[src/rtl/atd_pkg.sv]
`default_nettype none
// ----------------------------------------------------------------------------
// atd_pkg
// Shared constants and types for the accelerometer tap detector.
// ----------------------------------------------------------------------------

package atd_pkg;

    localparam int HIST_LEN   = 8;
    localparam int PTR_W      = (HIST_LEN > 1) ? $clog2(HIST_LEN) : 1;
    localparam int AXES       = 3;
    localparam int SAMPLE_W   = 16;
    localparam int SENS_W     = 15;
    localparam int S_TDATA_W  = 48;
    localparam int M_TDATA_W  = 8;

    localparam logic [SENS_W-1:0] SENS_RESET = 15'd100;

    // Axis order inside tdata, from the lowest bits up
    localparam int AXIS_X = 0;
    localparam int AXIS_Y = 1;
    localparam int AXIS_Z = 2;

    typedef logic [SAMPLE_W-1:0] sample_t;
    typedef logic [PTR_W-1:0]    ptr_t;
    typedef logic [AXES-1:0]     axis_bits_t;

endpackage

`default_nettype wire

[src/rtl/accel_tap_detector_core.sv]
`default_nettype none
// Pipeline: an accepted input transaction reaches m_tvalid through the input register, then the
//   result register.
// Throughput: 1 transaction per cycle; the input register and the result register advance
//   together whenever the result register is empty or being drained.
// Reset (aresetn low, synchronous): history and previous samples clear to zero, ring pointer to
//   zero, all axes armed, sensitivity to 100, both pipeline registers empty.
// ----------------------------------------------------------------------------
// accel_tap_detector_core
// Three-axis tap detector: tracks per-axis sample deltas in a short ring and
// flags a tap when an armed axis sees a delta above the sensitivity.
// ----------------------------------------------------------------------------

module accel_tap_detector_core (
    input  wire logic                           aclk,
    input  wire logic                           aresetn,

    // Input samples: [15:0] accel_x, [31:16] accel_y, [47:32] accel_z (signed)
    input  wire logic                           s_tvalid,
    output logic                                s_tready,
    input  wire logic [atd_pkg::S_TDATA_W-1:0]  s_tdata,

    // Results: [0] tap_x, [1] tap_y, [2] tap_z, [7:3] zero
    output logic                                m_tvalid,
    input  wire logic                           m_tready,
    output logic [atd_pkg::M_TDATA_W-1:0]       m_tdata,

    // Sensitivity register write
    input  wire logic                           cfg_valid,
    output logic                                cfg_ready,
    input  wire logic [atd_pkg::SENS_W-1:0]     cfg_data
);

    // ------------------------------------------------------------------
    // Configuration: always ready, take the value on a completed transaction
    // ------------------------------------------------------------------
    logic [atd_pkg::SENS_W-1:0] sens_reg;

    assign cfg_ready = 1'b1;

    always_ff @(posedge aclk) begin
        if (!aresetn) begin
            sens_reg <= atd_pkg::SENS_RESET;
        end else if (cfg_valid && cfg_ready) begin
            sens_reg <= cfg_data;
        end
    end

    // ------------------------------------------------------------------
    // Pipeline control
    // load_en moves the input register into the result register and
    // commits the state update for that sample.
    // ------------------------------------------------------------------
    logic                                   in_valid_reg;
    logic [atd_pkg::S_TDATA_W-1:0]          in_data_reg;
    logic                                   out_valid_reg;
    atd_pkg::axis_bits_t                    tap_reg;
    logic                                   advance;
    logic                                   load_en;

    assign advance  = !out_valid_reg || m_tready;
    assign load_en  = advance && in_valid_reg;
    assign s_tready = !in_valid_reg || advance;

    always_ff @(posedge aclk) begin
        if (!aresetn) begin
            in_valid_reg <= 1'b0;
        end else if (s_tready) begin
            in_valid_reg <= s_tvalid;
        end
    end

    // Payload register needs no reset
    always_ff @(posedge aclk) begin
        if (s_tvalid && s_tready) begin
            in_data_reg <= s_tdata;
        end
    end

    // ------------------------------------------------------------------
    // Detector state
    // ------------------------------------------------------------------
    atd_pkg::sample_t   hist_reg [atd_pkg::HIST_LEN][atd_pkg::AXES];
    atd_pkg::sample_t   prev_reg [atd_pkg::AXES];
    atd_pkg::ptr_t      wptr_reg;
    atd_pkg::axis_bits_t armed_reg;

    atd_pkg::ptr_t      wptr_next;
    atd_pkg::sample_t   delta [atd_pkg::AXES];
    atd_pkg::axis_bits_t jump;
    atd_pkg::axis_bits_t tap_next;
    atd_pkg::axis_bits_t armed_next;

    // Advance the ring pointer before the write, wrapping at the ring length
    always_comb begin
        if (wptr_reg == atd_pkg::PTR_W'(atd_pkg::HIST_LEN - 1)) begin
            wptr_next = '0;
        end else begin
            wptr_next = wptr_reg + atd_pkg::PTR_W'(1);
        end
    end

    // Absolute delta per axis; a 17-bit difference covers the full swing
    always_comb begin
        logic signed [atd_pkg::SAMPLE_W:0] cur;
        logic signed [atd_pkg::SAMPLE_W:0] prv;
        logic signed [atd_pkg::SAMPLE_W:0] diff;
        logic        [atd_pkg::SAMPLE_W:0] mag;
        for (int a = 0; a < atd_pkg::AXES; a++) begin
            cur  = {in_data_reg[a*atd_pkg::SAMPLE_W + atd_pkg::SAMPLE_W - 1],
                    in_data_reg[a*atd_pkg::SAMPLE_W +: atd_pkg::SAMPLE_W]};
            prv  = {prev_reg[a][atd_pkg::SAMPLE_W-1], prev_reg[a]};
            diff = cur - prv;
            mag  = diff[atd_pkg::SAMPLE_W] ? 17'(-diff) : 17'(diff);
            delta[a] = mag[atd_pkg::SAMPLE_W-1:0];
        end
    end

    // Window compare over the ring as it will look after this write
    always_comb begin
        atd_pkg::sample_t entry;
        for (int a = 0; a < atd_pkg::AXES; a++) begin
            jump[a] = 1'b0;
            for (int i = 0; i < atd_pkg::HIST_LEN; i++) begin
                if (wptr_next == atd_pkg::PTR_W'(i)) begin
                    entry = delta[a];
                end else begin
                    entry = hist_reg[i][a];
                end
                if (entry > atd_pkg::SAMPLE_W'(sens_reg)) begin
                    jump[a] = 1'b1;
                end
            end
        end
    end

    // Fire on a jump while armed; disarm on any jump, re-arm on a quiet tick
    always_comb begin
        for (int a = 0; a < atd_pkg::AXES; a++) begin
            tap_next[a]   = jump[a] && armed_reg[a];
            armed_next[a] = !jump[a];
        end
    end

    always_ff @(posedge aclk) begin
        if (!aresetn) begin
            wptr_reg  <= '0;
            armed_reg <= '1;
            for (int a = 0; a < atd_pkg::AXES; a++) begin
                prev_reg[a] <= '0;
                for (int i = 0; i < atd_pkg::HIST_LEN; i++) begin
                    hist_reg[i][a] <= '0;
                end
            end
        end else if (load_en) begin
            wptr_reg  <= wptr_next;
            armed_reg <= armed_next;
            for (int a = 0; a < atd_pkg::AXES; a++) begin
                prev_reg[a] <= in_data_reg[a*atd_pkg::SAMPLE_W +: atd_pkg::SAMPLE_W];
                hist_reg[wptr_next][a] <= delta[a];
            end
        end
    end

    // ------------------------------------------------------------------
    // Result register: hold while the downstream side stalls
    // ------------------------------------------------------------------
    always_ff @(posedge aclk) begin
        if (!aresetn) begin
            out_valid_reg <= 1'b0;
        end else if (advance) begin
            out_valid_reg <= in_valid_reg;
        end
    end

    always_ff @(posedge aclk) begin
        if (load_en) begin
            tap_reg <= tap_next;
        end
    end

    assign m_tvalid = out_valid_reg;
    assign m_tdata  = {(atd_pkg::M_TDATA_W - atd_pkg::AXES)'(0),
                       tap_reg[atd_pkg::AXIS_Z],
                       tap_reg[atd_pkg::AXIS_Y],
                       tap_reg[atd_pkg::AXIS_X]};

    // ------------------------------------------------------------------
    // Assertions
    // ------------------------------------------------------------------
    genvar ga;
    for (ga = 0; ga < atd_pkg::AXES; ga++) begin : g_axis_chk
        // A reported tap always leaves the axis disarmed
        a_tap_disarms: assert property (@(posedge aclk) disable iff (!aresetn)
            load_en && tap_next[ga] |=> !armed_reg[ga])
            else $error("axis %0d still armed after a tap", ga);

        // Re-arming only follows a committed sample without a jump
        a_rearm_quiet: assert property (@(posedge aclk) disable iff (!aresetn)
            $rose(armed_reg[ga]) && $past(aresetn) |-> $past(load_en && !jump[ga]))
            else $error("axis %0d re-armed without a quiet sample", ga);
    end

    // Ring pointer moves only when a sample is committed
    a_wptr_hold: assert property (@(posedge aclk) disable iff (!aresetn)
        !load_en |=> $stable(wptr_reg))
        else $error("ring pointer moved without a committed sample");

    // A new result appears only from a committed sample
    a_out_from_load: assert property (@(posedge aclk) disable iff (!aresetn)
        $rose(m_tvalid) |-> $past(load_en))
        else $error("result valid without a committed sample");

endmodule

`default_nettype wire
[config.mk]
export PLATFORM = sky130hd
export DESIGN_NAME = accel_tap_detector_core
export DESIGN_NICKNAME = d
export VERILOG_FILES = /design/src/rtl/atd_pkg.sv /design/src/rtl/accel_tap_detector_core.sv
export SDC_FILE = /design/constraint.sdc
export NUM_CORES = 2
export LEC_CHECK = 0
export BUFFER_PORTS_ARGS = -buffer_cell sky130_fd_sc_hd__buf_2
export CAP_MARGIN = 20
export CELL_PAD_IN_SITES_DETAIL_PLACEMENT = 1
export CELL_PAD_IN_SITES_GLOBAL_PLACEMENT = 2
export CORE_UTILIZATION = 41
export DETAILED_ROUTE_END_ITERATION = 12
export GPL_TIMING_DRIVEN = 0
export PLACE_DENSITY_LB_ADDON = 0.12
export SLEW_MARGIN = 20
export SYNTH_ARGS = -nofsm -noshare
export SYNTH_HDL_FRONTEND = slang
export SYNTH_SLANG_ARGS = --single-unit
[constraint.sdc]
create_clock -name aclk -period 7.3 [get_ports aclk]
set_clock_uncertainty 0.2 [all_clocks]
set_input_delay 1.095 -clock aclk [delete_from_list [all_inputs] [get_ports aclk]]
set_output_delay 1.095 -clock aclk [all_outputs]
set_load 0.01 [all_outputs]
Word level (Yosys, flattened, before mapping)
Memories as Yosys holds them, arrays and structs flattened.
Index checks and enable logic that the tools add are counted.
Storage, ports and cells
  bits in registers: 74
  RAM bits: 432
  input bits: 68
  memories kept: 2
Memories
  hist_reg: depth 8, bits a word 48, read ports 8, clocked after Yosys merged registers in 0, wr ports 8, line accel_tap_detector_core.sv:83  | atd_pkg::sample_t hist_reg [atd_pkg::HIST_LEN][atd_pkg::AXES];
  prev_reg: depth 3, bits a word 16, read ports 3, clocked after Yosys merged registers in 0, wr ports 3, line accel_tap_detector_core.sv:84  | atd_pkg::sample_t prev_reg [atd_pkg::AXES];
Operators by class
  add/sub/neg operators: 7
  $lt $le $gt $ge: 24
  eq/ne operators: 8
  mux-type cells: 62
  bitwise operators: 3
  reduce and logical (&&, ||, !) cells: 14
Operator list (number)
  16-bit 2-to-1 mux: 30
  16-bit by 15-bit greater-than comparator with 1-bit output: 24
  16-bit by 16-bit subtractor with 17-bit output: 3
  48-bit 2-to-1 mux: 1
  16-bit negator: 3
  48-bit OR reduction: 1
  1-bit 2-to-1 mux: 29
  3-bit == test (second input constant): 5
  3-bit by 2-bit == test with 1-bit output (second input constant): 2
  3-bit 2-to-1 mux: 2
  1-bit logical AND: 5
  1-bit logical NOT: 5
  3-bit by 1-bit adder with 3-bit output (second input constant): 1
  3-bit by 1-bit == test with 1-bit output (second input constant): 1
  3-bit logical NOT: 1
  1-bit OR: 3
  1-bit logical OR: 2

Longest topological paths before layout
An unclocked memory read counts as a cell.
  depth after elaboration: 15
  mapped depth: 26
  depth with buffers taken out: 25

Worst setup path before layout
No wires, ideal clock.
  path type: register to register
  start: register in_data_reg[32] in the netlist's numbering
  end: register tap_reg[2], data pin
  arrival: 5.062 ns
  required time: 6.845 ns
  path slack: 1.783 ns
  stages on the path, launching flop included: 24
  period minus slack after synthesis: 5.517 ns
  cell sequence: edfxtp_1 inv_1 ha_1 inv_1 fa_1 a211oi_1 o21ai_0 o211ai_1 a211o_1 o311ai_0 nand3b_1 o31ai_1 xor2_1 clkbuf_1 o21ai_0 ha_1 or4_1 a21oi_1 o221ai_1 a21oi_1 o311ai_0 nor4b_1 o211ai_1 and2_1
On the way
  cells in the longest elaborated chain, start to end: 14
RTL lines
  start, declared: line accel_tap_detector_core.sv:55  | logic [atd_pkg::S_TDATA_W-1:0] in_data_reg;
  start signal, assigned: line accel_tap_detector_core.sv:76  | in_data_reg <= s_tdata;
  16-bit by 16-bit subtractor with 17-bit output (*): line accel_tap_detector_core.sv:113  | diff = cur - prv;
  16-bit negator: line accel_tap_detector_core.sv:114  | mag = diff[atd_pkg::SAMPLE_W] ? 17'(-diff) : 17'(diff);
  16-bit 2-to-1 mux (*): line accel_tap_detector_core.sv:114
  16-bit 2-to-1 mux: line accel_tap_detector_core.sv:125  | if (wptr_next == atd_pkg::PTR_W'(i)) begin
  16-bit by 15-bit greater-than comparator with 1-bit output: line accel_tap_detector_core.sv:130  | if (entry > atd_pkg::SAMPLE_W'(sens_reg)) begin
  1-bit 2-to-1 mux (7 in series): line accel_tap_detector_core.sv:130
  1-bit 2-to-1 mux (*): line accel_tap_detector_core.sv:130
  1-bit logical AND (*): line accel_tap_detector_core.sv:140  | tap_next[a] = jump[a] && armed_reg[a];
  via tap_next[2]: line accel_tap_detector_core.sv:91  | atd_pkg::axis_bits_t tap_next;
  end signal, assigned: line accel_tap_detector_core.sv:178  | tap_reg <= tap_next;
  end, declared: line accel_tap_detector_core.sv:57  | atd_pkg::axis_bits_t tap_reg;
The timed path passes the listed nets; every way through them passes the cells marked *.
A chain may end at the register's enable or synchronous reset.

Worst setup path after layout
Ends and elaborated chain as after synthesis.

==> impl_results.md <==
* Outcome: finished clean
* Mux share of post-synthesis cell area at 0.00486
* Die Span X at between 200 and 300 um
* Yosys cell types at 80
* Psw at approximately 3400 uW
* First-pass GRT wire length at approximately 190000 um
* Maximum VDD drop at 0.000197 V
* Worst Path Required at between 7 and 8 ns
* Switching Fraction at 0.362
* Main combinational cell family by area after synthesis: simple AND/OR/NAND/NOR gates
* Crit path buffers/inverters at 2
* DP Area at approximately 35000 um^2
* Startpoint class of the critical path: register
* Clk network pwr share at 0.331
* DRT Pass-1 Iters at 5
* Io pins at between 70 and 80
* Async SR Flop Fraction at 0
* CP most frequent cell: nand4_1
* Row count at between 100 and 150
* Number of I/O port buffers at around 70
* Int Power at slightly below 6000 uW
* Post-route setup TNS at 0 ns
* CP max-delay cell: xnor2_2
* Share of post-route cells with drive strength above 1 at 0.0855
* Worst-path maximum fanout at 7
* DRC Markers at 0
* Vias at 28700
* Post-synth EDFFs at about 480
* Crit-path leading delay family: compound AO/OA/AOI/OAI gates
* Final setup fails at 0
* DRT Wirelength at approximately 130000 um
* Initial DRC count at ~2400
* Routed wire length per instance at roughly 26 um
* Routability congestion estimate at a little over 0.9
* Crit path capture type: register
* Yosys warning count at 0
* Fill count at 9165
* Worst-Skew Late Latency at between 0.6 and 0.7 ns
* Total GRT Usage at 0.307
* Vias in the first global route at around 30000
* Max-Cap Viols at 0
* Leakage power total at 0.0156 uW
* Cells after Synth at about 3500
* Seq pwr share at 0.362
* Top Usage Layer GRT: met2
* Final min period at roughly 7.0 ns
* Initial core utilization at 0.413
* CTS tree: built
* Pwr/cell area at between 200 and 250 nW/um^2
* Post-Synth XOR/XNOR Area at 0.0169
* Fin crit share at 0.960
* Final worst slack at ~0.29 ns
* Met3 Track Usage GR at 0.0421
* FF+latch count, synth at 506
* Die area at 82200 um^2
* Worst Path Arrival at about 7.2 ns
* Initial antenna violation count at 1
* Diode count at 0
* Post-Synth Adder-Cell Area at 0.157
* Cell count along the critical path at 24
* Clk slew on worst S/H paths at 0.06 ns
* Combinational share of power at 0.307
* Placeable Area at slightly above 80000 um^2
* Fin Hold WS at 0.285 ns
* Syn Std Cell Area at between 30000 and 40000 um^2
* Final #Nets at about 4200
* Sequential element share of the synthesized area at 0.450
* Vias per inst at 5.95
* Synth Area in Compound Gates at 0.157
* Slowest stage delay, CP at ~0.52 ns
* Hold Path Cell Cnt at 2
* Post-Layout Inst Area at between 30000 and 40000 um^2
* HP Class: register to register
* Post-DP HPWL at between 90000 and 100000 um
* Worst-Margin Slew at 1.08 ns
* Clock sink count at ~510
* Antenna-violating nets left at 0
* Grt met2 use at 0.506
* Register area at between 10000 and 15000 um^2
* R2R depth at 24
* Area delta synth->final at 14.3%
* Pins Over Slew Limit at 0
* TritonCTS Buffers at 60
* Post-synth top flop: edfxtp_1
* Critical-path cell list: inv_1 -> ha_1 -> inv_1 -> fa_1 -> a211o_1 -> a21oi_2 -> a21oi_1 -> o221ai_2 -> nand4_1 -> o21ai_2 -> nand2b_1 -> xnor2_2 -> o21ai_0 -> ha_1 -> nand4_1 -> or3_1 -> o22ai_1 -> a31o_2 -> nand4_1 -> a21oi_1 -> o311ai_0 -> nor4b_2 -> o211ai_1 -> and2_1
* Final Hold Vio Count at 0
* Post-Synth Simple-Gate Area at 0.177
* GR Layer Usage met1 at 0.411
* Die height at ~290 um
* Area of the multi-input gates at approximately 18000 um^2
* CTS Hold Bufs at 0
* H-tree levels at 2
* Setup WS pre-CTS at -1.00 ns
* Setup CP Type: register to register
* Pin count of the biggest net entering global routing at approximately 50
* Mapped Avg Cell Area at around 9.4 um^2
* Max FFs per register at approximately 380
* Peak Freq at around 0.14 GHz
* Normalized max-slew margin at 0.273
* Grt total ovfl at 0
* Clk buf depth at 3
* Root Driver: clkbuf_16
-- metrics by stage --
step / cells / power (uW) / utilization
after floorplan: 3541 / 4940 / -
after global placement: 4672 / 5950 / 0.434
after detailed placement: 4692 / 6090 / 0.441
after CTS: 4817 / 9250 / 0.469
after global routing: 4824 / 9670 / 0.472
final: 4824 / 9320 / 0.472
-- per-layer routing --
| metal | vias to the layer above | routed length (um) |
|---|---|---|
| met2 | 835 | 58900 |
| met5 | - | 0 |
| met1 | 14500 | 55800 |
| met3 | 223 | 7720 |
| li1 | 13200 | - |
| met4 | 0 | 4720 |
-- repair_timing --
item | CTS | global route
setup buffers | 13 | 7
pin swaps | 4 | 1
endpoints found under the setup margin | 4 | 6
gates resized for setup | 32 | 62
-- cell type report --
type	instances	share of cell area
buffer	213	0.0227
clock buffer	72	0.0415
clock inverter	40	0.00995
inverter	102	0.0101
multi-input combinational	2720	0.462
sequential	506	0.394
tap	1060	0.0349
timing repair buffer	111	0.0248
-- cell usage after synthesis (5+ instances only) --
library cell  count  share of area
a31oi_1           9         0.0017
a41oi_1           7         0.0018
a21o_1           40         0.0090
nor2_1          508          0.057
o22ai_1           9         0.0017
buf_4             6         0.0014
buf_1            11         0.0012
dfxtp_1          23          0.014
or2_2             9         0.0017
xor2_1           28         0.0074
nor2b_1          55          0.010
nand2b_1         36         0.0068
a211o_1           8         0.0021
nand4_1          64          0.012
a211oi_1         17         0.0038
and2_1           12         0.0023
a2111oi_0        18         0.0047
o2111ai_1         8         0.0021
o31ai_1           9         0.0020
mux2i_1          15         0.0045
o21ai_0         456          0.069
nand2_1         444          0.050
nand3b_1          7         0.0016
a21oi_1         180          0.027
inv_1           101          0.011
and4_1            8         0.0021
xnor2_1          36         0.0095
and3_1           55          0.010
edfxtp_1        483           0.44
or3_1            14         0.0026
o211ai_1         33         0.0075
nor4_1           16         0.0030
o21a_1           44         0.0099
nor3_1           38         0.0057
ha_1            413           0.16
clkbuf_1        193          0.022
o21bai_1          5         0.0011
nand3_1          40         0.0060
-- path summary, 6_finish.rpt --
kind,start,to,slack [ns]
setup / recovery,in_data_reg[32],tap_reg[2],0.29
setup reg to reg,in_data_reg[32],tap_reg[2],0.29
hold reg to reg,wptr_reg[2],wptr_reg[2],0.28
hold / removal,wptr_reg[2],wptr_reg[2],0.28
-- logic make-up after synthesis --
group           count (synthesis)
compound gates                893
xor+xnor                       64
fa+ha+maj                     416
buf+inv                       315
flops                         506
mux                            16
other cells                     2
simple gates                 1325
-- worst min-delay path, stage by stage (launching register included) --
cell and delay, ns:
dfxtp_1 0.32, nand2_1 0.06, a21oi_1 0.06
-- power by group through the flow --
stage                     clock network [uW]  logic [uW]  registers [uW]
final                                   3080        2870            3370
after global routing                    3220        3080            3380
after global placement                     0        2510            3440
after floorplan                            0        1520            3410
after CTS                               3120        2750            3370
after detailed placement                   0        2660            3430
-- placed cells by master, fill, tap and decap left out, types with 33 or more instances in the layout --
| master | netlist | layout |
|---|---|---|
| nor3_1 | 38 | 38 |
| ha_1 | 413 | 413 |
| o211ai_1 | 33 | 33 |
| o21ai_0 | 456 | 450 |
| edfxtp_1 | 483 | 483 |
| nand2_1 | 444 | 435 |
| nand3_1 | 40 | 40 |
| a21oi_1 | 180 | 176 |
| inv_1 | 101 | 87 |
| clkbuf_16 | 0 | 61 |
| clkbuf_1 | 193 | 184 |
| and3_1 | 55 | 55 |
| o21a_1 | 44 | 44 |
| nor2b_1 | 55 | 55 |
| buf_2 | 2 | 73 |
| nor2_1 | 508 | 508 |
| nand2b_1 | 36 | 36 |
| nand4_1 | 64 | 64 |
| a21o_1 | 40 | 40 |
Power figures use the tool's default switching activity.
